===== config.mk =====
export PLATFORM = sky130hd
export DESIGN_NAME = text_glyph_layout_wrap
export DESIGN_NICKNAME = d
export VERILOG_FILES = /design/src/hw/rtl/tglw_pkg.sv /design/src/hw/rtl/text_glyph_layout_wrap.sv /design/src/hw/rtl/tglw_ctrl.sv /design/src/hw/rtl/tglw_dpath.sv
export SDC_FILE = /design/constraint.sdc
export NUM_CORES = 1
export LEC_CHECK = 0
export ABC_AREA = 1
export BUFFER_PORTS_ARGS = -buffer_cell sky130_fd_sc_hd__buf_2
export CAP_MARGIN = 30
export CORE_UTILIZATION = 40
export DETAILED_ROUTE_END_ITERATION = 8
export SLEW_MARGIN = 30
export SYNTH_ARGS = -nofsm -noshare
export SYNTH_HDL_FRONTEND = slang
export SYNTH_SLANG_ARGS = --single-unit

===== constraint.sdc =====
create_clock -name clk_i -period 11.8 [get_ports clk_i]
set_input_delay 1.18 -clock clk_i [delete_from_list [all_inputs] [get_ports clk_i]]
set_output_delay 1.18 -clock clk_i [all_outputs]
set_load 0.02 [all_outputs]

===== src/hw/rtl/tglw_pkg.sv =====
`default_nettype none
// ---------------------------------------------------------------------------
// Text glyph layout package
// Shared types, register indexes and constants of the glyph layout block.
// ---------------------------------------------------------------------------
package tglw_pkg;

  // Configuration register indexes.
  localparam logic [2:0] RegCharWidth  = 3'd0;
  localparam logic [2:0] RegLineHeight = 3'd1;
  localparam logic [2:0] RegWrapWidth  = 3'd2;
  localparam logic [2:0] RegAlignMode  = 3'd3;
  localparam logic [2:0] RegStartX     = 3'd4;
  localparam logic [2:0] RegStartY     = 3'd5;

  // Alignment codes; any other code aligns left.
  localparam logic [1:0] AlignMiddle = 2'd1;
  localparam logic [1:0] AlignRight  = 2'd2;

  // Character codes.
  localparam logic [7:0] CharNewline = 8'd10;
  localparam logic [7:0] CharSpace   = 8'd32;
  localparam logic [7:0] GlyphBase   = 8'd32;

  // Register reset values.
  localparam logic [6:0]  ResetCharWidth  = 7'd6;
  localparam logic [7:0]  ResetLineHeight = 8'd9;

  typedef struct packed {
    logic [7:0] char_code;
    logic       end_of_text;
  } in_t;

  typedef struct packed {
    logic [6:0]         glyph_index;
    logic signed [15:0] pos_x;
    logic signed [15:0] pos_y;
    logic               last_glyph;
  } out_t;

  typedef enum logic [3:0] {
    StIdle,
    StChar,
    StNlChar,
    StWrap,
    StNlWrap,
    StFull,
    StEot,
    StAlign,
    StEmit,
    StLast
  } state_e;

  // Commands from the controller to the datapath.
  typedef struct packed {
    logic load;
    logic append;
    logic add_width;
    logic open_word;
    logic close_word;
    logic clear_word;
    logic start_all;
    logic start_word;
    logic align;
    logic emit_glyph;
    logic newline;
    logic flush_last;
  } cmd_t;

  // Status from the datapath to the controller.
  typedef struct packed {
    logic printable;
    logic is_word;
    logic is_space;
    logic is_newline;
    logic wrap_off;
    logic lw_zero;
    logic overflow;
    logic word_open;
    logic wb_zero;
    logic full;
    logic eot;
    logic emit_done;
    logic can_push;
    logic pend_valid;
    logic out_free;
  } sts_t;

endpackage
`default_nettype wire


===== src/hw/rtl/text_glyph_layout_wrap.sv =====
`default_nettype none
// ---------------------------------------------------------------------------
// Text glyph layout with word wrap
// Lays out a byte stream as glyph placements with optional greedy wrapping.
// ---------------------------------------------------------------------------
// Usage: the input channel takes one text byte per beat (char_code and an
// end_of_text flag); the output channel returns glyph placements (index, x, y)
// and marks the last glyph caused by an input byte with last_glyph.
// Configuration registers are written through cfg_we_i/cfg_idx_i/cfg_data_i
// by the user only while the block is idle; the block does not enforce it.
// Timing: an input byte that only buffers a glyph still passes the
// controller's check steps before the next byte is accepted. A flush for a
// full buffer or end of text aligns and then emits its glyphs; a flush for a
// control byte or a wrap break adds the newline step to this.
// All of this is set by the controller's steps and the single read port of
// the segment buffer. A glyph reaches the output one glyph later than it is
// read, or at the end of the item's processing, since it is held until it is
// known whether it is the last one.
// Reset clears the segment, loads the register defaults and puts the pen at
// the start position. A stalled output holds its beat and glyph emission
// waits; the input stalls until the current byte is fully processed.
// ---------------------------------------------------------------------------
module text_glyph_layout_wrap #(
  parameter int unsigned SEGMENT_MAX = 32
) (
  input  wire logic          clk_i,
  input  wire logic          rst_ni,
  input  wire logic          cfg_we_i,
  input  wire logic [2:0]    cfg_idx_i,
  input  wire logic [15:0]   cfg_data_i,
  input  wire logic          in_valid_i,
  output logic               in_stall_o,
  input  wire tglw_pkg::in_t in_data_i,
  output logic               out_valid_o,
  input  wire logic          out_stall_i,
  output tglw_pkg::out_t     out_data_o
);

  tglw_pkg::cmd_t cmd;
  tglw_pkg::sts_t sts;

  // Controller.
  tglw_ctrl u_ctrl (
    .clk_i      (clk_i),
    .rst_ni     (rst_ni),
    .in_valid_i (in_valid_i),
    .in_stall_o (in_stall_o),
    .sts_i      (sts),
    .cmd_o      (cmd)
  );

  // Datapath.
  tglw_dpath #(
    .SEGMENT_MAX (SEGMENT_MAX)
  ) u_dpath (
    .clk_i       (clk_i),
    .rst_ni      (rst_ni),
    .cfg_we_i    (cfg_we_i),
    .cfg_idx_i   (cfg_idx_i),
    .cfg_data_i  (cfg_data_i),
    .in_data_i   (in_data_i),
    .out_stall_i (out_stall_i),
    .out_valid_o (out_valid_o),
    .out_data_o  (out_data_o),
    .cmd_i       (cmd),
    .sts_o       (sts)
  );

endmodule
`default_nettype wire


===== src/hw/rtl/tglw_ctrl.sv =====
`default_nettype none
// ---------------------------------------------------------------------------
// Glyph layout controller
// Sequences character handling, wrap checks, flushes and glyph emission.
// ---------------------------------------------------------------------------
module tglw_ctrl (
  input  wire logic          clk_i,
  input  wire logic          rst_ni,
  input  wire logic          in_valid_i,
  output logic               in_stall_o,
  input  wire tglw_pkg::sts_t sts_i,
  output tglw_pkg::cmd_t     cmd_o
);

  tglw_pkg::state_e state_q, state_d;
  tglw_pkg::state_e ret_q, ret_d;

  // State and return registers.
  always_ff @(posedge clk_i or negedge rst_ni) begin
    if (!rst_ni) begin
      state_q <= tglw_pkg::StIdle;
      ret_q   <= tglw_pkg::StIdle;
    end else begin
      state_q <= state_d;
      ret_q   <= ret_d;
    end
  end

  assign in_stall_o = (state_q != tglw_pkg::StIdle);

  // Next state and commands.
  always_comb begin
    state_d = state_q;
    ret_d   = ret_q;
    cmd_o   = '0;
    case (state_q)
      tglw_pkg::StIdle: begin
        if (in_valid_i) begin
          cmd_o.load = 1'b1;
          state_d    = tglw_pkg::StChar;
        end
      end
      tglw_pkg::StChar: begin
        if (sts_i.wrap_off) begin
          cmd_o.close_word = 1'b1;
          if (sts_i.printable) begin
            cmd_o.append = 1'b1;
            state_d      = tglw_pkg::StWrap;
          end else begin
            cmd_o.start_all = 1'b1;
            ret_d           = tglw_pkg::StNlChar;
            state_d         = tglw_pkg::StAlign;
          end
        end else if (sts_i.is_word) begin
          cmd_o.open_word = 1'b1;
          cmd_o.append    = 1'b1;
          cmd_o.add_width = 1'b1;
          state_d         = tglw_pkg::StWrap;
        end else begin
          cmd_o.close_word = 1'b1;
          if (sts_i.is_space) begin
            // A space at the start of a line is dropped.
            if (!sts_i.lw_zero) begin
              cmd_o.append    = 1'b1;
              cmd_o.add_width = 1'b1;
            end
            state_d = tglw_pkg::StWrap;
          end else begin
            cmd_o.start_all = 1'b1;
            ret_d           = tglw_pkg::StNlChar;
            state_d         = tglw_pkg::StAlign;
          end
        end
      end
      tglw_pkg::StNlChar: begin
        cmd_o.newline = sts_i.is_newline;
        state_d       = tglw_pkg::StWrap;
      end
      tglw_pkg::StWrap: begin
        state_d = tglw_pkg::StFull;
        if (!sts_i.wrap_off && sts_i.overflow) begin
          if (!sts_i.word_open) begin
            cmd_o.start_all = 1'b1;
            ret_d           = tglw_pkg::StNlWrap;
            state_d         = tglw_pkg::StAlign;
          end else if (!sts_i.wb_zero) begin
            // Break before the open word.
            cmd_o.start_word = 1'b1;
            ret_d            = tglw_pkg::StNlWrap;
            state_d          = tglw_pkg::StAlign;
          end
        end
      end
      tglw_pkg::StNlWrap: begin
        cmd_o.newline = 1'b1;
        state_d       = tglw_pkg::StFull;
      end
      tglw_pkg::StFull: begin
        if (sts_i.full) begin
          cmd_o.start_all = 1'b1;
          ret_d           = tglw_pkg::StEot;
          state_d         = tglw_pkg::StAlign;
        end else begin
          state_d = tglw_pkg::StEot;
        end
      end
      tglw_pkg::StEot: begin
        if (sts_i.eot) begin
          cmd_o.clear_word = 1'b1;
          cmd_o.start_all  = 1'b1;
          ret_d            = tglw_pkg::StLast;
          state_d          = tglw_pkg::StAlign;
        end else begin
          state_d = tglw_pkg::StLast;
        end
      end
      tglw_pkg::StAlign: begin
        cmd_o.align = 1'b1;
        state_d     = tglw_pkg::StEmit;
      end
      tglw_pkg::StEmit: begin
        if (sts_i.emit_done) begin
          state_d = ret_q;
        end else if (sts_i.can_push) begin
          cmd_o.emit_glyph = 1'b1;
        end
      end
      tglw_pkg::StLast: begin
        // The held glyph goes out marked as the last one of this item.
        if (!sts_i.pend_valid) begin
          state_d = tglw_pkg::StIdle;
        end else if (sts_i.out_free) begin
          cmd_o.flush_last = 1'b1;
          state_d          = tglw_pkg::StIdle;
        end
      end
      default: begin
        state_d = tglw_pkg::StIdle;
      end
    endcase
  end

endmodule
`default_nettype wire


===== src/hw/rtl/tglw_dpath.sv =====
`default_nettype none
// ---------------------------------------------------------------------------
// Glyph layout datapath
// Segment buffer, pen and width state, configuration and output stages.
// ---------------------------------------------------------------------------
module tglw_dpath #(
  parameter int unsigned SEGMENT_MAX = 32
) (
  input  wire logic           clk_i,
  input  wire logic           rst_ni,
  input  wire logic           cfg_we_i,
  input  wire logic [2:0]     cfg_idx_i,
  input  wire logic [15:0]    cfg_data_i,
  input  wire tglw_pkg::in_t  in_data_i,
  input  wire logic           out_stall_i,
  output logic                out_valid_o,
  output tglw_pkg::out_t      out_data_o,
  input  wire tglw_pkg::cmd_t cmd_i,
  output tglw_pkg::sts_t      sts_o
);

  localparam int unsigned CW = $clog2(SEGMENT_MAX + 1);
  localparam int unsigned AW = $clog2(SEGMENT_MAX);
  localparam int unsigned PW = CW + 7;

  // Configuration registers. The start y value only loads the pen.
  logic [6:0]  cw_q;
  logic [7:0]  lh_q;
  logic [11:0] ww_q;
  logic [1:0]  am_q;
  logic [15:0] sx_q;

  // Item and layout state.
  logic [7:0]    ch_q;
  logic          eot_q;
  logic [CW-1:0] count_q, count_d;
  logic [CW-1:0] wb_q, wb_d;
  logic          open_q, open_d;
  logic [15:0]   pen_x_q, pen_x_d;
  logic [15:0]   pen_y_q, pen_y_d;
  logic [15:0]   lw_q, lw_d;
  logic [AW-1:0] head_q, head_d;
  logic [CW-1:0] emit_n_q, emit_n_d;
  logic [CW-1:0] left_q, left_d;

  // Segment memory and read data.
  logic [6:0]    mem [SEGMENT_MAX];
  logic [6:0]    rd_q;
  logic [AW-1:0] wr_addr;
  logic [CW:0]   wr_sum;
  logic [AW-1:0] head_inc;

  // Hold and output stages.
  tglw_pkg::out_t pend_q, pend_d, out_q, out_d, glyph;
  logic           pend_valid_q, pend_valid_d;
  logic           out_valid_q, out_valid_d;
  logic           out_free, out_push;

  // Arithmetic.
  logic [CW-1:0] mul_n;
  logic [PW-1:0] prod;
  logic [15:0]   prod16, shift;
  logic [16:0]   lw_sum;
  logic [6:0]    glyph_code;

  assign out_free = !out_valid_q || !out_stall_i;

  // Shared multiplier: segment width for alignment or line width after a break.
  assign mul_n  = cmd_i.newline ? count_q : emit_n_q;
  assign prod   = PW'(mul_n) * PW'(cw_q);
  assign prod16 = 16'(prod);

  always_comb begin
    if (am_q == tglw_pkg::AlignMiddle) begin
      shift = prod16 >> 1;
    end else if (am_q == tglw_pkg::AlignRight) begin
      shift = prod16;
    end else begin
      shift = '0;
    end
  end

  // Saturating line width growth.
  assign lw_sum = {1'b0, lw_q} + 17'(cw_q);

  // Circular buffer addressing.
  assign wr_sum   = (CW + 1)'(head_q) + (CW + 1)'(count_q);
  assign wr_addr  = (wr_sum >= (CW + 1)'(SEGMENT_MAX)) ?
                    AW'(wr_sum - (CW + 1)'(SEGMENT_MAX)) : AW'(wr_sum);
  assign head_inc = (head_q == AW'(SEGMENT_MAX - 1)) ? '0 : head_q + 1'b1;
  assign glyph_code = 7'(ch_q - tglw_pkg::GlyphBase);

  assign glyph.glyph_index = rd_q;
  assign glyph.pos_x       = pen_x_q;
  assign glyph.pos_y       = pen_y_q;
  assign glyph.last_glyph  = 1'b0;

  // Next state of the layout registers.
  always_comb begin
    count_d      = count_q;
    wb_d         = wb_q;
    open_d       = open_q;
    pen_x_d      = pen_x_q;
    pen_y_d      = pen_y_q;
    lw_d         = lw_q;
    head_d       = head_q;
    emit_n_d     = emit_n_q;
    left_d       = left_q;
    pend_d       = pend_q;
    pend_valid_d = pend_valid_q;
    out_d        = out_q;
    out_push     = 1'b0;

    if (cmd_i.open_word && !open_q) begin
      wb_d = count_q;
    end
    if (cmd_i.open_word) begin
      open_d = 1'b1;
    end
    if (cmd_i.close_word) begin
      open_d = 1'b0;
    end
    if (cmd_i.clear_word) begin
      open_d = 1'b0;
      wb_d   = '0;
    end
    if (cmd_i.append) begin
      count_d = count_q + 1'b1;
    end
    if (cmd_i.add_width) begin
      lw_d = lw_sum[16] ? 16'hFFFF : lw_sum[15:0];
    end
    if (cmd_i.start_all) begin
      emit_n_d = count_q;
    end
    if (cmd_i.start_word) begin
      emit_n_d = wb_q;
    end
    // Alignment shift and removal of the emitted glyphs from the count.
    if (cmd_i.align) begin
      pen_x_d = pen_x_q - shift;
      count_d = count_q - emit_n_q;
      wb_d    = (wb_q >= emit_n_q) ? wb_q - emit_n_q : '0;
      left_d  = emit_n_q;
    end
    if (cmd_i.newline) begin
      pen_x_d = sx_q;
      pen_y_d = pen_y_q + 16'(lh_q);
      lw_d    = prod16;
    end
    // One glyph per beat unless output stalls; the previous glyph moves to out_q.
    if (cmd_i.emit_glyph) begin
      head_d       = head_inc;
      pen_x_d      = pen_x_q + 16'(cw_q);
      left_d       = left_q - 1'b1;
      pend_d       = glyph;
      pend_valid_d = 1'b1;
      if (pend_valid_q) begin
        out_d    = pend_q;
        out_push = 1'b1;
      end
    end
    if (cmd_i.flush_last) begin
      out_d            = pend_q;
      out_d.last_glyph = 1'b1;
      out_push         = 1'b1;
      pend_valid_d     = 1'b0;
    end

    if (out_push) begin
      out_valid_d = 1'b1;
    end else if (out_valid_q && !out_stall_i) begin
      out_valid_d = 1'b0;
    end else begin
      out_valid_d = out_valid_q;
    end

    // Configuration writes must arrive only while idle; the block does not check this.
    if (cfg_we_i) begin
      case (cfg_idx_i)
        tglw_pkg::RegWrapWidth: begin
          lw_d = '0;
        end
        tglw_pkg::RegStartX: begin
          pen_x_d = cfg_data_i;
          lw_d    = '0;
        end
        tglw_pkg::RegStartY: begin
          pen_y_d = cfg_data_i;
        end
        default: begin
        end
      endcase
    end
  end

  // Control and configuration registers.
  always_ff @(posedge clk_i or negedge rst_ni) begin
    if (!rst_ni) begin
      cw_q         <= tglw_pkg::ResetCharWidth;
      lh_q         <= tglw_pkg::ResetLineHeight;
      ww_q         <= '0;
      am_q         <= '0;
      sx_q         <= '0;
      count_q      <= '0;
      wb_q         <= '0;
      open_q       <= 1'b0;
      pen_x_q      <= '0;
      pen_y_q      <= '0;
      lw_q         <= '0;
      head_q       <= '0;
      emit_n_q     <= '0;
      left_q       <= '0;
      pend_valid_q <= 1'b0;
      out_valid_q  <= 1'b0;
    end else begin
      count_q      <= count_d;
      wb_q         <= wb_d;
      open_q       <= open_d;
      pen_x_q      <= pen_x_d;
      pen_y_q      <= pen_y_d;
      lw_q         <= lw_d;
      head_q       <= head_d;
      emit_n_q     <= emit_n_d;
      left_q       <= left_d;
      pend_valid_q <= pend_valid_d;
      out_valid_q  <= out_valid_d;
      if (cfg_we_i) begin
        case (cfg_idx_i)
          tglw_pkg::RegCharWidth:  cw_q <= cfg_data_i[6:0];
          tglw_pkg::RegLineHeight: lh_q <= cfg_data_i[7:0];
          tglw_pkg::RegWrapWidth:  ww_q <= cfg_data_i[11:0];
          tglw_pkg::RegAlignMode:  am_q <= cfg_data_i[1:0];
          tglw_pkg::RegStartX:     sx_q <= cfg_data_i;
          default: begin
          end
        endcase
      end
    end
  end

  // Payload registers.
  always_ff @(posedge clk_i) begin
    if (cmd_i.load) begin
      ch_q  <= in_data_i.char_code;
      eot_q <= in_data_i.end_of_text;
    end
    pend_q <= pend_d;
    out_q  <= out_d;
  end

  // Segment memory: one write and one registered read.
  always_ff @(posedge clk_i) begin
    if (cmd_i.append) begin
      mem[wr_addr] <= glyph_code;
    end
    rd_q <= mem[head_d];
  end

  // Status to the controller.
  assign sts_o.printable  = !ch_q[7] && (ch_q[6:5] != 2'b00);
  assign sts_o.is_space   = (ch_q == tglw_pkg::CharSpace);
  assign sts_o.is_word    = sts_o.printable && !sts_o.is_space;
  assign sts_o.is_newline = (ch_q == tglw_pkg::CharNewline);
  assign sts_o.wrap_off   = (ww_q == '0);
  assign sts_o.lw_zero    = (lw_q == '0);
  assign sts_o.overflow   = (lw_q > {4'b0000, ww_q});
  assign sts_o.word_open  = open_q;
  assign sts_o.wb_zero    = (wb_q == '0);
  assign sts_o.full       = (count_q >= CW'(SEGMENT_MAX));
  assign sts_o.eot        = eot_q;
  assign sts_o.emit_done  = (left_q == '0);
  assign sts_o.can_push   = !pend_valid_q || out_free;
  assign sts_o.pend_valid = pend_valid_q;
  assign sts_o.out_free   = out_free;

  assign out_valid_o = out_valid_q;
  assign out_data_o  = out_q;

`ifndef NO_ASSERTIONS
  a_count_room: assert property (@(posedge clk_i) disable iff (!rst_ni)
    cmd_i.load |-> count_q < CW'(SEGMENT_MAX))
    else $error("segment buffer full when a new character arrives");

  a_word_in_segment: assert property (@(posedge clk_i) disable iff (!rst_ni)
    wb_q <= count_q)
    else $error("word start lies beyond the buffered segment");

  a_head_range: assert property (@(posedge clk_i) disable iff (!rst_ni)
    head_q <= AW'(SEGMENT_MAX - 1))
    else $error("buffer head out of range");

  a_push_room: assert property (@(posedge clk_i) disable iff (!rst_ni)
    (cmd_i.emit_glyph && pend_valid_q) || cmd_i.flush_last |-> out_free)
    else $error("glyph pushed into an occupied output register");
`endif

endmodule
`default_nettype wire

[Yosys cells after proc, flatten, opt, wreduce, memory -nomap -nowiden]
Memory sizes are Yosys's and may differ from the RTL's. A register that Yosys moved wholly into a read port is not among the register bits.
Cells that the tools add are included.
Cells by class
  reduce and logical (&&, ||, !) cells: 41
  eq/ne operators: 29
  $mul: 1
  order comparisons: 4
  muxes and demuxes: 101
  $add $sub $neg: 12
Operator list (count)
  16-bit 2-to-1 mux: 13
  40-bit 2-to-1 mux: 3
  4-bit 2-to-1 mux: 18
  6-bit 2-to-1 mux: 11
  4-bit case mux with 10 select lines: 1
  1-bit 2-to-1 mux: 37
  13-bit 2-to-1 mux: 2
  16-bit by 7-bit adder with 17-bit output: 1
  16-bit by 7-bit adder with 16-bit output: 1
  16-bit by 8-bit adder with 16-bit output: 1
  4-bit by 3-bit equality test with 1-bit output, second input constant: 4
  16-bit by 12-bit greater-than comparator with 1-bit output: 1
  16-bit zero test: 1
  4-bit case mux with 4 select lines: 1
  16-bit subtractor: 1
  5-bit 2-to-1 mux: 3
  2-bit 2-to-1 mux: 7
  2-bit AND reduction: 7
  2-bit nonzero test: 7
  6-bit by 7-bit multiplier with 13-bit output: 1
  12-bit zero test: 1
  6-bit zero test: 2
  3-bit != test, second input constant: 4
  6-bit subtractor: 2
  36 further kinds: 58
Storage, ports and cells
  RAM bits: 224
  register bits after elaboration: 221
  memories kept: 1
  output and inout bits: 42
Memories
  u_dpath.mem: words 32, bits a word 7, rd ports 1, clocked after Yosys merged registers in 1, write ports 1, line tglw_dpath.sv:47  | logic [6:0] mem [SEGMENT_MAX];

[Longest topological paths before layout]
Gate-level depths: netlist (run 1).
  word-level depth: 12
  depth in mapped cells: 40
  gate-level depth less buffers: 39

[Hierarchy]
From an unflattened synthesis (run 1), not the netlist that was laid out.
Second synthesis, totals
  cells, all modules: 2427
  area, all modules: 23268.6 um^2
Modules (own cells, without submodules)
  tglw_dpath: area an instance 22564.1 um^2, times used 1, sequential area each 12632.1 um^2, cells an instance 2306
  tglw_ctrl: area an instance 704.4 um^2, times used 1, sequential area each 175.2 um^2, cells an instance 121

[Least setup slack after synthesis (run 1)]
Ideal clock, no wire load.
  path kind: reg2reg
  start: register u_dpath.ch_q[5]
  end: register u_dpath.pen_x_q[11]
  data required time: 11.683 ns
  cell stages (with the launch flop): 39
  library setup time: 0.117 ns
  buffers on the path: 1
  path slack: 5.825 ns
  clock period less this slack: 5.975 ns
  data arrival time: 5.859 ns
  cell sequence: edfxtp_1 -> inv_1 -> nand2_1 -> nor3_1 -> nand3_1 -> nand2_1 -> buf_2 -> nand2_1 -> o21a_1 -> inv_1 -> nor2_1 -> fa_1 -> inv_1 -> fa_1 -> fa_1 -> inv_1 -> ha_1 -> nand2_1 -> (+3 left out) -> a21oi_1 -> nor2_1 -> nor2_1 -> xor2_1 -> inv_1 -> a21oi_1 -> ha_1 -> nand2_1 -> inv_1 -> a21oi_1 -> nand3_1 -> or2_2 -> nand3_1 -> nand2_1 -> nand2_1 -> nand2_1 -> nand2_1 -> nand2_1
Between the ends
  cells in the longest elaborated chain, start to end: 12
Ends and longest elaborated chain
  start, declared: line tglw_dpath.sv:34  | logic [7:0] ch_q;
  start signal, assigned: line tglw_dpath.sv:245  | ch_q <= in_data_i.char_code;
  8-bit by 4-bit equality test with 1-bit output (*): line tglw_dpath.sv:264  | assign sts_o.is_newline = (ch_q == tglw_pkg::CharNewline);
  1-bit case mux with 2 select lines (*): line tglw_ctrl.sv:36  | case (state_q)
  6-bit 2-to-1 mux: line tglw_dpath.sv:69  | assign mul_n = cmd_i.newline ? count_q : emit_n_q;
  6-bit by 7-bit multiplier with 13-bit output: line tglw_dpath.sv:70  | assign prod = PW'(mul_n) * PW'(cw_q);
  13-bit 2-to-1 mux: line tglw_dpath.sv:76  | end else if (am_q == tglw_pkg::AlignRight) begin
  13-bit 2-to-1 mux: line tglw_dpath.sv:74  | if (am_q == tglw_pkg::AlignMiddle) begin
  16-bit subtractor: line tglw_dpath.sv:141  | pen_x_d = pen_x_q - shift;
  16-bit 2-to-1 mux: line tglw_dpath.sv:140  | if (cmd_i.align) begin
  16-bit 2-to-1 mux (*): line tglw_dpath.sv:146  | if (cmd_i.newline) begin
  16-bit 2-to-1 mux (*): line tglw_dpath.sv:152  | if (cmd_i.emit_glyph) begin
  16-bit 2-to-1 mux: line tglw_dpath.sv:180  | case (cfg_idx_i)
  16-bit 2-to-1 mux (*): line tglw_dpath.sv:179  | if (cfg_we_i) begin
  net u_dpath.pen_x_d[11]: line tglw_dpath.sv:39  | logic [15:0] pen_x_q, pen_x_d;
  end signal, assigned: line tglw_dpath.sv:220  | pen_x_q <= pen_x_d;
  end, declared: line tglw_dpath.sv:39
Mark *: on every way through the listed nets, which the timed path passes. The rest lies on a longest branch.
A chain may end at the register's enable or synchronous reset.

[Worst setup path in the final report (run 1)]
Ends and elaborated chain as after synthesis.

==> impl_metrics.env, run 1 <==
export IMPL_grt_max_degree=93
export IMPL_ys_types=54
export IMPL_final_hold_viol_count=0
export IMPL_h_tree_depth=2
export IMPL_num_vias=18510
export IMPL_rows=89
export IMPL_ys_warn_count=0
export IMPL_start_util=0.4075
export IMPL_fin_nets=2968
export IMPL_leakagePower_uw=0.01238
export IMPL_rsz0062_at_grt="no"
export IMPL_post_route_drc_count=0
export IMPL_switching_share=0.4368
export IMPL_pre_cts_slack_ns=4.568
export IMPL_fin_area_sq_mm=0.02704
export IMPL_crit_start="u_dpath.ch_q[5]"
export IMPL_cts_resized=0
export IMPL_min_path_type="reg -> reg"
export IMPL_drv_slew=0
export IMPL_async_flop_share=0.2927
export IMPL_ios=75
export IMPL_start_kind="register"
export IMPL_netlist_area_leader_share=0.3854
export IMPL_finalSetupViolCount=0
export IMPL_firstDrtPassIters=5
export IMPL_cts_max_path_buffers=3
export IMPL_clock_tree_root_cell="clkbuf_16"
export IMPL_cpLargestDelayFamily="adder cells"
export IMPL_coreArea_sq_mm=0.05946
export IMPL_timing_final_crit_share=0.6076
export IMPL_cts_sinks=451
export IMPL_cts_tree="built"
export IMPL_avgSynthCellArea_sq_um=8.792
export IMPL_synth_area_leaders="edfxtp_1, dfrtp_1, nand2_1"
export IMPL_ys_seq_area_frac=0.5285
export IMPL_die_w_um=248.1
export IMPL_cts_setup_buffers=0
export IMPL_layout_setup_ws_ns=4.630
export IMPL_clock_skew_ns=0.04463
export IMPL_vdd_drop_max_mv=0.1238
export IMPL_drive_gt1_frac=0.07512
export IMPL_yosys_area_top_type="edfxtp_1"
export IMPL_power_net_switching_uw=3009
export IMPL_gp_congestion=0.8629
export IMPL_critPathMaxFanout=52
export IMPL_synth_edf_count=311
export IMPL_pwr_share_seq=0.328
export IMPL_cap_violations=0
export IMPL_fp_dieArea_sq_mm=0.06157
export IMPL_p_per_area_mw_per_mm2=254.8
export IMPL_power_internal_uw=3880
export IMPL_crit_path_max_incr_delay_ns=0.68
export IMPL_combPwrFrac=0.450
export IMPL_crit_top_cell="nand2_1"
export IMPL_crit_buf_inv=6
export IMPL_status="complete, no violations"
export IMPL_critPathArrivalTime_ns=7.65
export IMPL_grt_pass1_wl_um=96470
export IMPL_cts_buffers=51
export IMPL_hold_worst_slack_ns=0.3969
export IMPL_postRouteAntennaNets=0
export IMPL_fmax_ghz=0.1395
export IMPL_num_antenna_cells=0
export IMPL_finalSetupTns_ns=0
export IMPL_syn_num_nets=2905
export IMPL_finalCriticalPeriod_ns=7.170
export IMPL_layout_commonest_cell="nand2_1"
export IMPL_syn_to_final_growth_pct=11.57
export IMPL_worstSkewPairLatency_ns=0.62
export IMPL_ff2ff_setup_slack_ns=4.63
export IMPL_timing_slew_headroom=0.3413
export IMPL_report_power_total_uw=6888
export IMPL_io_buffers=74
export IMPL_slowest_stage="clkinv_1"
export IMPL_syn_area_sq_mm=0.02423
export IMPL_antenna_found_initial=1
export IMPL_worst_pin_slew_ns=0.9804
export IMPL_path_clk_slew_ns=0.06
export IMPL_final_cell_mix="nand2_1, inv_1, edfxtp_1"
export IMPL_dp_hpwl_um=42340
export IMPL_gr_usage_all_layers=0.2002
export IMPL_required_ns=12.28
export IMPL_grt_overflow_total=0
export IMPL_ctsHoldBuffers=0
export IMPL_cp_end_kind="register"
export IMPL_synthFlopType="edfxtp_1"
export IMPL_r2r_start="u_dpath.ch_q[5]"
export IMPL_grt_pass1_vias=18010
export IMPL_synth_cells=2756
export IMPL_first_iter_violations=1389
export IMPL_ys_ff_latch=451
export IMPL_dpl_cell_area_sq_mm=0.02535
export IMPL_wirelength_um=61170
export IMPL_min_from="u_dpath.rd_q[5]"
export IMPL_drt_vias_per_instance=5.093
export IMPL_post_drt_wl_per_cell_um=16.83
export IMPL_die_y_um=248.1
export IMPL_clkPwrFrac=0.222
export IMPL_critPathKind="reg -> reg"
## layout make-up
cell class | count | area, sq um
Inverter | 506 | 1899
Tap cell | 773 | 967.2
Clock inverter | 30 | 262.8
Multi-Input combinational cell | 1711 | 9144
Timing Repair Buffer | 98 | 583.1
Fill cell | 5731 | 32430
Clock buffer | 66 | 1373
Sequential cell | 451 | 12810
## cell families after synthesis
| logic type | share of synthesized area |
|---|---|
| xor+xnor | 0.01807 |
| flops | 0.5285 |
| compound gates | 0.06640 |
| simple gates | 0.2232 |
| buf+inv | 0.09521 |
| fa+ha+maj | 0.06857 |
## worst reg2reg max path: cells and delay by family (launching register included)
family          cells  cell delay [ns]
fa+ha+maj           5             2.19
simple gates       20             1.94
buf+inv             6             1.32
compound gates      4             1.07
flops               1             0.33
xor+xnor            1             0.19
## synthesized netlist by cell type, types with 8 or more instances
cell type and count:
a21oi_1 84, a31oi_1 10, buf_2 38, clkbuf_1 42
dfrtp_1 128, dfxtp_1 8, edfxtp_1 311, fa_1 28
ha_1 88, inv_1 496, nand2_1 627, nand3_1 308
nand3b_1 23, nand4_1 35, nor2_1 210, nor3_1 24
o211ai_1 12, o21ai_0 133, o21bai_1 8, o22ai_1 21
or2_2 12, xnor2_1 15, xor2_1 35
## worst paths after layout
path	end	cells past startpoint
worst min-delay path	u_dpath.pend_q[38]	0
worst max register to register	u_dpath.pen_x_q[11]	36
min in group asynchronous	u_dpath.sx_q[13]	1
worst min register to register	u_dpath.pend_q[38]	0
worst max-delay path	u_dpath.pen_x_q[11]	36
max in group asynchronous	u_dpath.lw_q[1]	2
## flip-flops by register name, summed over array words and instances, names as in the netlist, 7 cells and up
signal,cells
u_dpath.cw_q,7
u_dpath.mem,224
u_dpath.pend_q,39
u_dpath.out_data_o,40
u_dpath.pen_x_q,16
u_dpath.lh_q,8
u_dpath.rd_q,7
u_dpath.ch_q,8
u_dpath.lw_q,16
u_dpath.pen_y_q,16
u_dpath.sx_q,16
u_dpath.ww_q,12
## routing by layer
metal | part of all wire | up-vias | track usage
li1 | - | 9100 | -
met1 | 0.46 | 8737 | 0.2746
met2 | 0.46 | 563 | 0.3262
met3 | 0.057 | 113 | 0.02877
met4 | 0.028 | 0 | 0.06367
met5 | 0 | - | 0
## power groups by stage
stage          Clock (uW)  Combinational (uW)  Sequential [uW]
2_1_floorplan           0                2290             2210
5_1_grt              1620                3510             2290
4_1_cts              1560                3090             2260
3_3_place_gp            0                3020             2290
3_5_place_dp            0                3070             2290
6_report             1530                3100             2260
## stage by stage
stage,utilization,instances
after floorplan,-,2756
after global placement,0.4263,3536
after detailed placement,0.4263,3536
after CTS,0.4538,3632
after global routing,0.4547,3635
final,0.4547,3635
(Power assumes the default switching activity.)
==> run 2, diff against run 1 <==
==> constraint.sdc (replaced) <==
create_clock -name clk_i -period 5.9 [get_ports clk_i]
set_input_delay 0.59 -clock clk_i [delete_from_list [all_inputs] [get_ports clk_i]]
set_output_delay 0.59 -clock clk_i [all_outputs]
set_load 0.02 [all_outputs]
==> impl_metrics.env, run 2 (synthesis gave the netlist of run 1 again) <==
export IMPL_grt_max_degree=83
export IMPL_critPathArrivalTime_ns=6.33
export IMPL_crit_path_max_incr_delay_ns=0.53
export IMPL_clock_tree_root_cell="clkbuf_16"
export IMPL_critPathKind="reg -> reg"
export IMPL_worstSkewPairLatency_ns=0.63
export IMPL_slowest_stage="fa_1"
export IMPL_cts_tree="built"
export IMPL_rsz0062_at_grt="yes"
export IMPL_power_internal_uw=8712
export IMPL_die_y_um=248.1
export IMPL_crit_top_cell="nand2_1"
export IMPL_ios=75
export IMPL_wirelength_um=64510
export IMPL_gr_usage_all_layers=0.2111
export IMPL_cts_buffers=52
export IMPL_grt_overflow_total=0
export IMPL_layout_commonest_cell="nand2_1"
export IMPL_regMostFlops="u_dpath.mem"
export IMPL_hold_worst_slack_ns=0.01871
export IMPL_gp_congestion=0.9563
export IMPL_num_antenna_cells=0
export IMPL_ff2ff_setup_slack_ns=0.06
export IMPL_start_kind="register"
export IMPL_first_iter_violations=1470
export IMPL_status="complete, no violations"
export IMPL_dp_cells=3593
export IMPL_combPwrFrac=0.474
export IMPL_final_cell_mix="nand2_1, inv_1, edfxtp_1"
export IMPL_postRouteAntennaNets=0
export IMPL_post_drt_wl_per_cell_um=17.42
export IMPL_rows=89
export IMPL_fmax_ghz=0.1713
export IMPL_h_tree_depth=2
export IMPL_leakagePower_uw=0.01286
export IMPL_fin_nets=3034
export IMPL_cap_violations=0
export IMPL_finalSetupTns_ns=0
export IMPL_drt_vias_per_instance=5.160
export IMPL_required_ns=6.39
export IMPL_pwr_share_seq=0.296
export IMPL_final_hold_viol_count=0
export IMPL_io_buffers=74
export IMPL_cp_end_kind="register"
export IMPL_timing_slew_headroom=0.3733
export IMPL_path_clk_slew_ns=0.06
export IMPL_num_vias=19100
export IMPL_firstDrtPassIters=6
export IMPL_worst_pin_slew_ns=0.9401
export IMPL_clock_skew_ns=0.03760
export IMPL_ctsHoldBuffers=0
export IMPL_largest_reg_flops=224
export IMPL_dp_hpwl_um=44150
export IMPL_p_per_area_mw_per_mm2=540.4
export IMPL_timing_final_crit_share=0.9897
export IMPL_power_net_switching_uw=6502
export IMPL_coreArea_sq_mm=0.05946
export IMPL_syn_to_final_growth_pct=16.18
export IMPL_cts_max_path_buffers=3
export IMPL_fp_dieArea_sq_mm=0.06157
export IMPL_vdd_drop_max_mv=0.2659
export IMPL_drv_slew=0
export IMPL_grt_pass1_wl_um=101300
export IMPL_die_w_um=248.1
export IMPL_antenna_found_initial=0
export IMPL_drive_gt1_frac=0.1236
export IMPL_switching_share=0.4274
export IMPL_cts_sinks=451
export IMPL_start_util=0.4075
export IMPL_clkPwrFrac=0.230
export IMPL_post_route_drc_count=0
export IMPL_min_path_type="in -> async"
export IMPL_critPathMaxFanout=6
export IMPL_finalSetupViolCount=0
export IMPL_final_cell_count_no_fill=3702
export IMPL_dpl_cell_area_sq_mm=0.02580
export IMPL_fin_area_sq_mm=0.02815
export IMPL_finalCriticalPeriod_ns=5.839
export IMPL_grt_pass1_vias=18690
-- run 2: cell types whose count changed in the layout (fill, tap and decap cells not counted), moves of 11 or more --
cell and change:
buf_4 +65, inv_1 -11, inv_2 +12, nand2_1 -14
-- run 2: path summary, 6_finish.rpt --
path	from	to	cells past startpoint
setup / recovery	u_ctrl.state_q[3]	u_dpath.pen_x_q[12]	35
hold / removal	rst_ni	u_dpath.pen_y_q[1]	1
setup reg to reg	u_ctrl.state_q[3]	u_dpath.pen_x_q[12]	35
hold reg to reg	u_dpath.rd_q[2]	u_dpath.pend_q[35]	0
max in group asynchronous	rst_ni	u_dpath.wb_q[2]	2
min in group clk_i	in_data_i[3]	u_dpath.ch_q[2]	1
-- run 2: area by class of cell --
| cell class | instances | area, sq um |
|---|---|---|
| clock buffer | 65 | 1401 |
| timing repair buffer | 162 | 1061 |
| inverter | 506 | 1903 |
| sequential | 451 | 12810 |
| tap | 773 | 967.2 |
| multi-input combinational | 1712 | 9535 |
| fill | 5597 | 31310 |
| clock inverter | 33 | 478.0 |
-- run 2: what timing repair did --
action,4_1_cts,5_1_grt
hold endpoints to repair,0,0
buffers inserted,0,10
endpoints found under the setup margin,7,12
cloned,1,0
pin swaps,2,43
resized for setup,6,90
-- run 2: metrics by stage --
stage          utilization  worst slack [ns]  total power (uW)
6_report            0.4734           0.06066             15210
5_1_grt             0.4734           -0.3136             16340
4_1_cts             0.4661           0.01918             14710
3_5_place_dp        0.4339          -0.07003             11150
3_3_place_gp        0.4338           0.01113             11080
2_1_floorplan            -           0.02279              8999
-- run 2: power by group through the flow --
stage	clock network [uW]	logic (uW)	registers [uW]
global placement	0	6550	4530
CTS	3560	6670	4480
floorplan	0	4580	4420
detailed placement	0	6620	4540
global route	3690	8100	4550
finish	3500	7220	4500
-- run 2: critical path: cells and delay by family (launching register included) --
kind / cells / cell delay [ns]
compound gates: 4 / 0.57
fa+ha+maj: 5 / 2.16
buf+inv: 6 / 0.43
flops: 1 / 0.41
simple gates: 20 / 2.11
-- run 2: routing by layer --
layer / share of wire / wire (um) / vias up / GRT usage
li1: - / - / 9224 / -
met1: 0.44 / 28310 / 9176 / 0.2829
met2: 0.47 / 30540 / 572 / 0.3538
met5: 0 / 0 / - / 0
met3: 0.063 / 4039 / 130 / 0.03307
met4: 0.025 / 1618 / 0 / 0.05811
==> run 3, diff against run 2 <==
--- a/config.mk
+++ b/config.mk
@@ -8,7 +8,7 @@
 export ABC_AREA = 1
 export BUFFER_PORTS_ARGS = -buffer_cell sky130_fd_sc_hd__buf_2
 export CAP_MARGIN = 30
-export CORE_UTILIZATION = 40
+export CORE_UTILIZATION = 38
 export DETAILED_ROUTE_END_ITERATION = 8
 export SLEW_MARGIN = 30
 export SYNTH_ARGS = -nofsm -noshare
==> impl_metrics.env, run 3 (synthesis gave the netlist of run 1 again) <==
export IMPL_post_route_drc_count=0
export IMPL_crit_path_max_incr_delay_ns=0.55
export IMPL_fp_dieArea_sq_mm=0.06478
export IMPL_fin_nets=3035
export IMPL_wirelength_um=62570
export IMPL_grt_pass1_wl_um=98730
export IMPL_largest_reg_flops=224
export IMPL_cpLargestDelayFamily="adder cells"
export IMPL_firstDrtPassIters=5
export IMPL_critPathArrivalTime_ns=6.33
export IMPL_cp_end_kind="register"
export IMPL_cts_sinks=451
export IMPL_num_vias=18850
export IMPL_h_tree_depth=2
export IMPL_timing_final_crit_share=0.9961
export IMPL_min_path_type="in -> async"
export IMPL_regMostFlops="u_dpath.mem"
export IMPL_required_ns=6.35
export IMPL_layout_commonest_cell="nand2_1"
export IMPL_status="complete, no violations"
export IMPL_first_iter_violations=1192
export IMPL_nFillCells=6141
export IMPL_drt_vias_per_instance=4.996
export IMPL_dp_cells=3660
export IMPL_rows=92
export IMPL_clock_tree_root_cell="clkbuf_16"
export IMPL_finalSetupTns_ns=0
export IMPL_postRouteAntennaNets=0
export IMPL_ios=75
export IMPL_pre_cts_slack_ns=-0.1062
export IMPL_path_clk_slew_ns=0.06
export IMPL_die_w_um=254.5
export IMPL_leakagePower_uw=0.01277
export IMPL_worstSkewPairLatency_ns=0.63
export IMPL_gp_congestion=0.9660
export IMPL_start_util=0.3841
export IMPL_start_kind="register"
export IMPL_gr_usage_all_layers=0.1948
export IMPL_final_cell_mix="nand2_1, inv_1, edfxtp_1"
export IMPL_grt_pass1_vias=18550
export IMPL_p_per_area_mw_per_mm2=526.1
export IMPL_crit_top_cell="nand2_1"
export IMPL_cts_buffers=50
export IMPL_timing_slew_headroom=0.4186
export IMPL_final_cell_count_no_fill=3773
export IMPL_worst_pin_slew_ns=0.8720
export IMPL_antenna_found_initial=0
export IMPL_cts_tree="built"
export IMPL_report_power_total_uw=14760
export IMPL_crit_buf_inv=9
export IMPL_slowest_stage="fa_1"
export IMPL_cap_violations=0
export IMPL_final_hold_viol_count=0
export IMPL_io_buffers=74
export IMPL_critPathMaxFanout=5
export IMPL_clock_skew_ns=0.07091
export IMPL_grt_overflow_total=0
export IMPL_hold_worst_slack_ns=0.008980
export IMPL_vdd_drop_max_mv=0.2224
export IMPL_num_antenna_cells=0
export IMPL_finalCriticalPeriod_ns=5.877
export IMPL_die_y_um=254.5
export IMPL_syn_to_final_growth_pct=15.82
export IMPL_cts_max_path_buffers=3
export IMPL_drive_gt1_frac=0.1244
export IMPL_rsz0062_at_grt="yes"
export IMPL_fmax_ghz=0.1702
export IMPL_finalSetupViolCount=0
export IMPL_grt_max_degree=88
export IMPL_coreArea_sq_mm=0.06308
export IMPL_dp_hpwl_um=42750
export IMPL_ff2ff_setup_slack_ns=0.02
export IMPL_drv_slew=0
export IMPL_post_drt_wl_per_cell_um=16.58
export IMPL_critPathKind="reg -> reg"
export IMPL_layout_setup_ws_ns=0.02286
## run 3: worst paths after layout
kind	from	to	cells past startpoint
worst max-delay path	u_ctrl.state_q[2]	u_dpath.pen_x_q[13]	35
worst min-delay path	rst_ni	u_dpath.pen_y_q[3]	1
worst max register to register	u_ctrl.state_q[2]	u_dpath.pen_x_q[13]	35
worst min register to register	u_dpath.rd_q[0]	u_dpath.pend_q[33]	0
max in group asynchronous	rst_ni	u_ctrl.state_q[0]	2
min in group clk_i	in_data_i[6]	u_dpath.ch_q[5]	1
## run 3: metal layers
layer | wire length [um] | share of wire | up-vias | track usage
li1 | - | - | 9239 | -
met1 | 27670 | 0.44 | 8907 | 0.2600
met2 | 29310 | 0.47 | 570 | 0.3206
met3 | 3644 | 0.058 | 135 | 0.02878
met4 | 1943 | 0.031 | 0 | 0.07177
met5 | 0 | 0 | - | 0
## run 3: power breakdown
| part | internal (uW) | switching, uW |
|---|---|---|
| clock | 1870 | 1330 |
| sequential | 4000 | 463 |
| combinational | 2560 | 4540 |
| total | 8430 | 6330 |
## run 3: stage by stage
step             util  area [sq um]
5_1_grt        0.4449         28060
2_1_floorplan       -         24240
6_report       0.4449         28060
4_1_cts        0.4388         27680
3_3_place_gp   0.4097         25840
3_5_place_dp   0.4098         25850
## run 3: worst reg2reg max path: cells and delay by family, from the launching register on
| family | cells | cell delay (ns) |
|---|---|---|
| fa+ha+maj | 5 | 2.16 |
| simple gates | 16 | 1.55 |
| compound gates | 4 | 0.71 |
| buf+inv | 9 | 0.69 |
| flops | 1 | 0.37 |
| xor+xnor | 1 | 0.26 |
## run 3: what timing repair did
item	CTS	global route
buffers inserted	8	12
setup endpoints to repair	7	12
resized for setup	12	91
hold buffers	0	0
pin swaps	4	53
cloned	0	0
## run 3: layout make-up
class | instances | area (sq um) | share of cell area
Clock buffer | 63 | 1353 | 0.04819
Clock inverter | 30 | 361.6 | 0.01288
Inverter | 506 | 1903 | 0.06781
Multi-Input combinational cell | 1711 | 9465 | 0.3373
Sequential cell | 451 | 12810 | 0.4564
Tap cell | 846 | 1059 | 0.03772
Timing Repair Buffer | 166 | 1115 | 0.03972
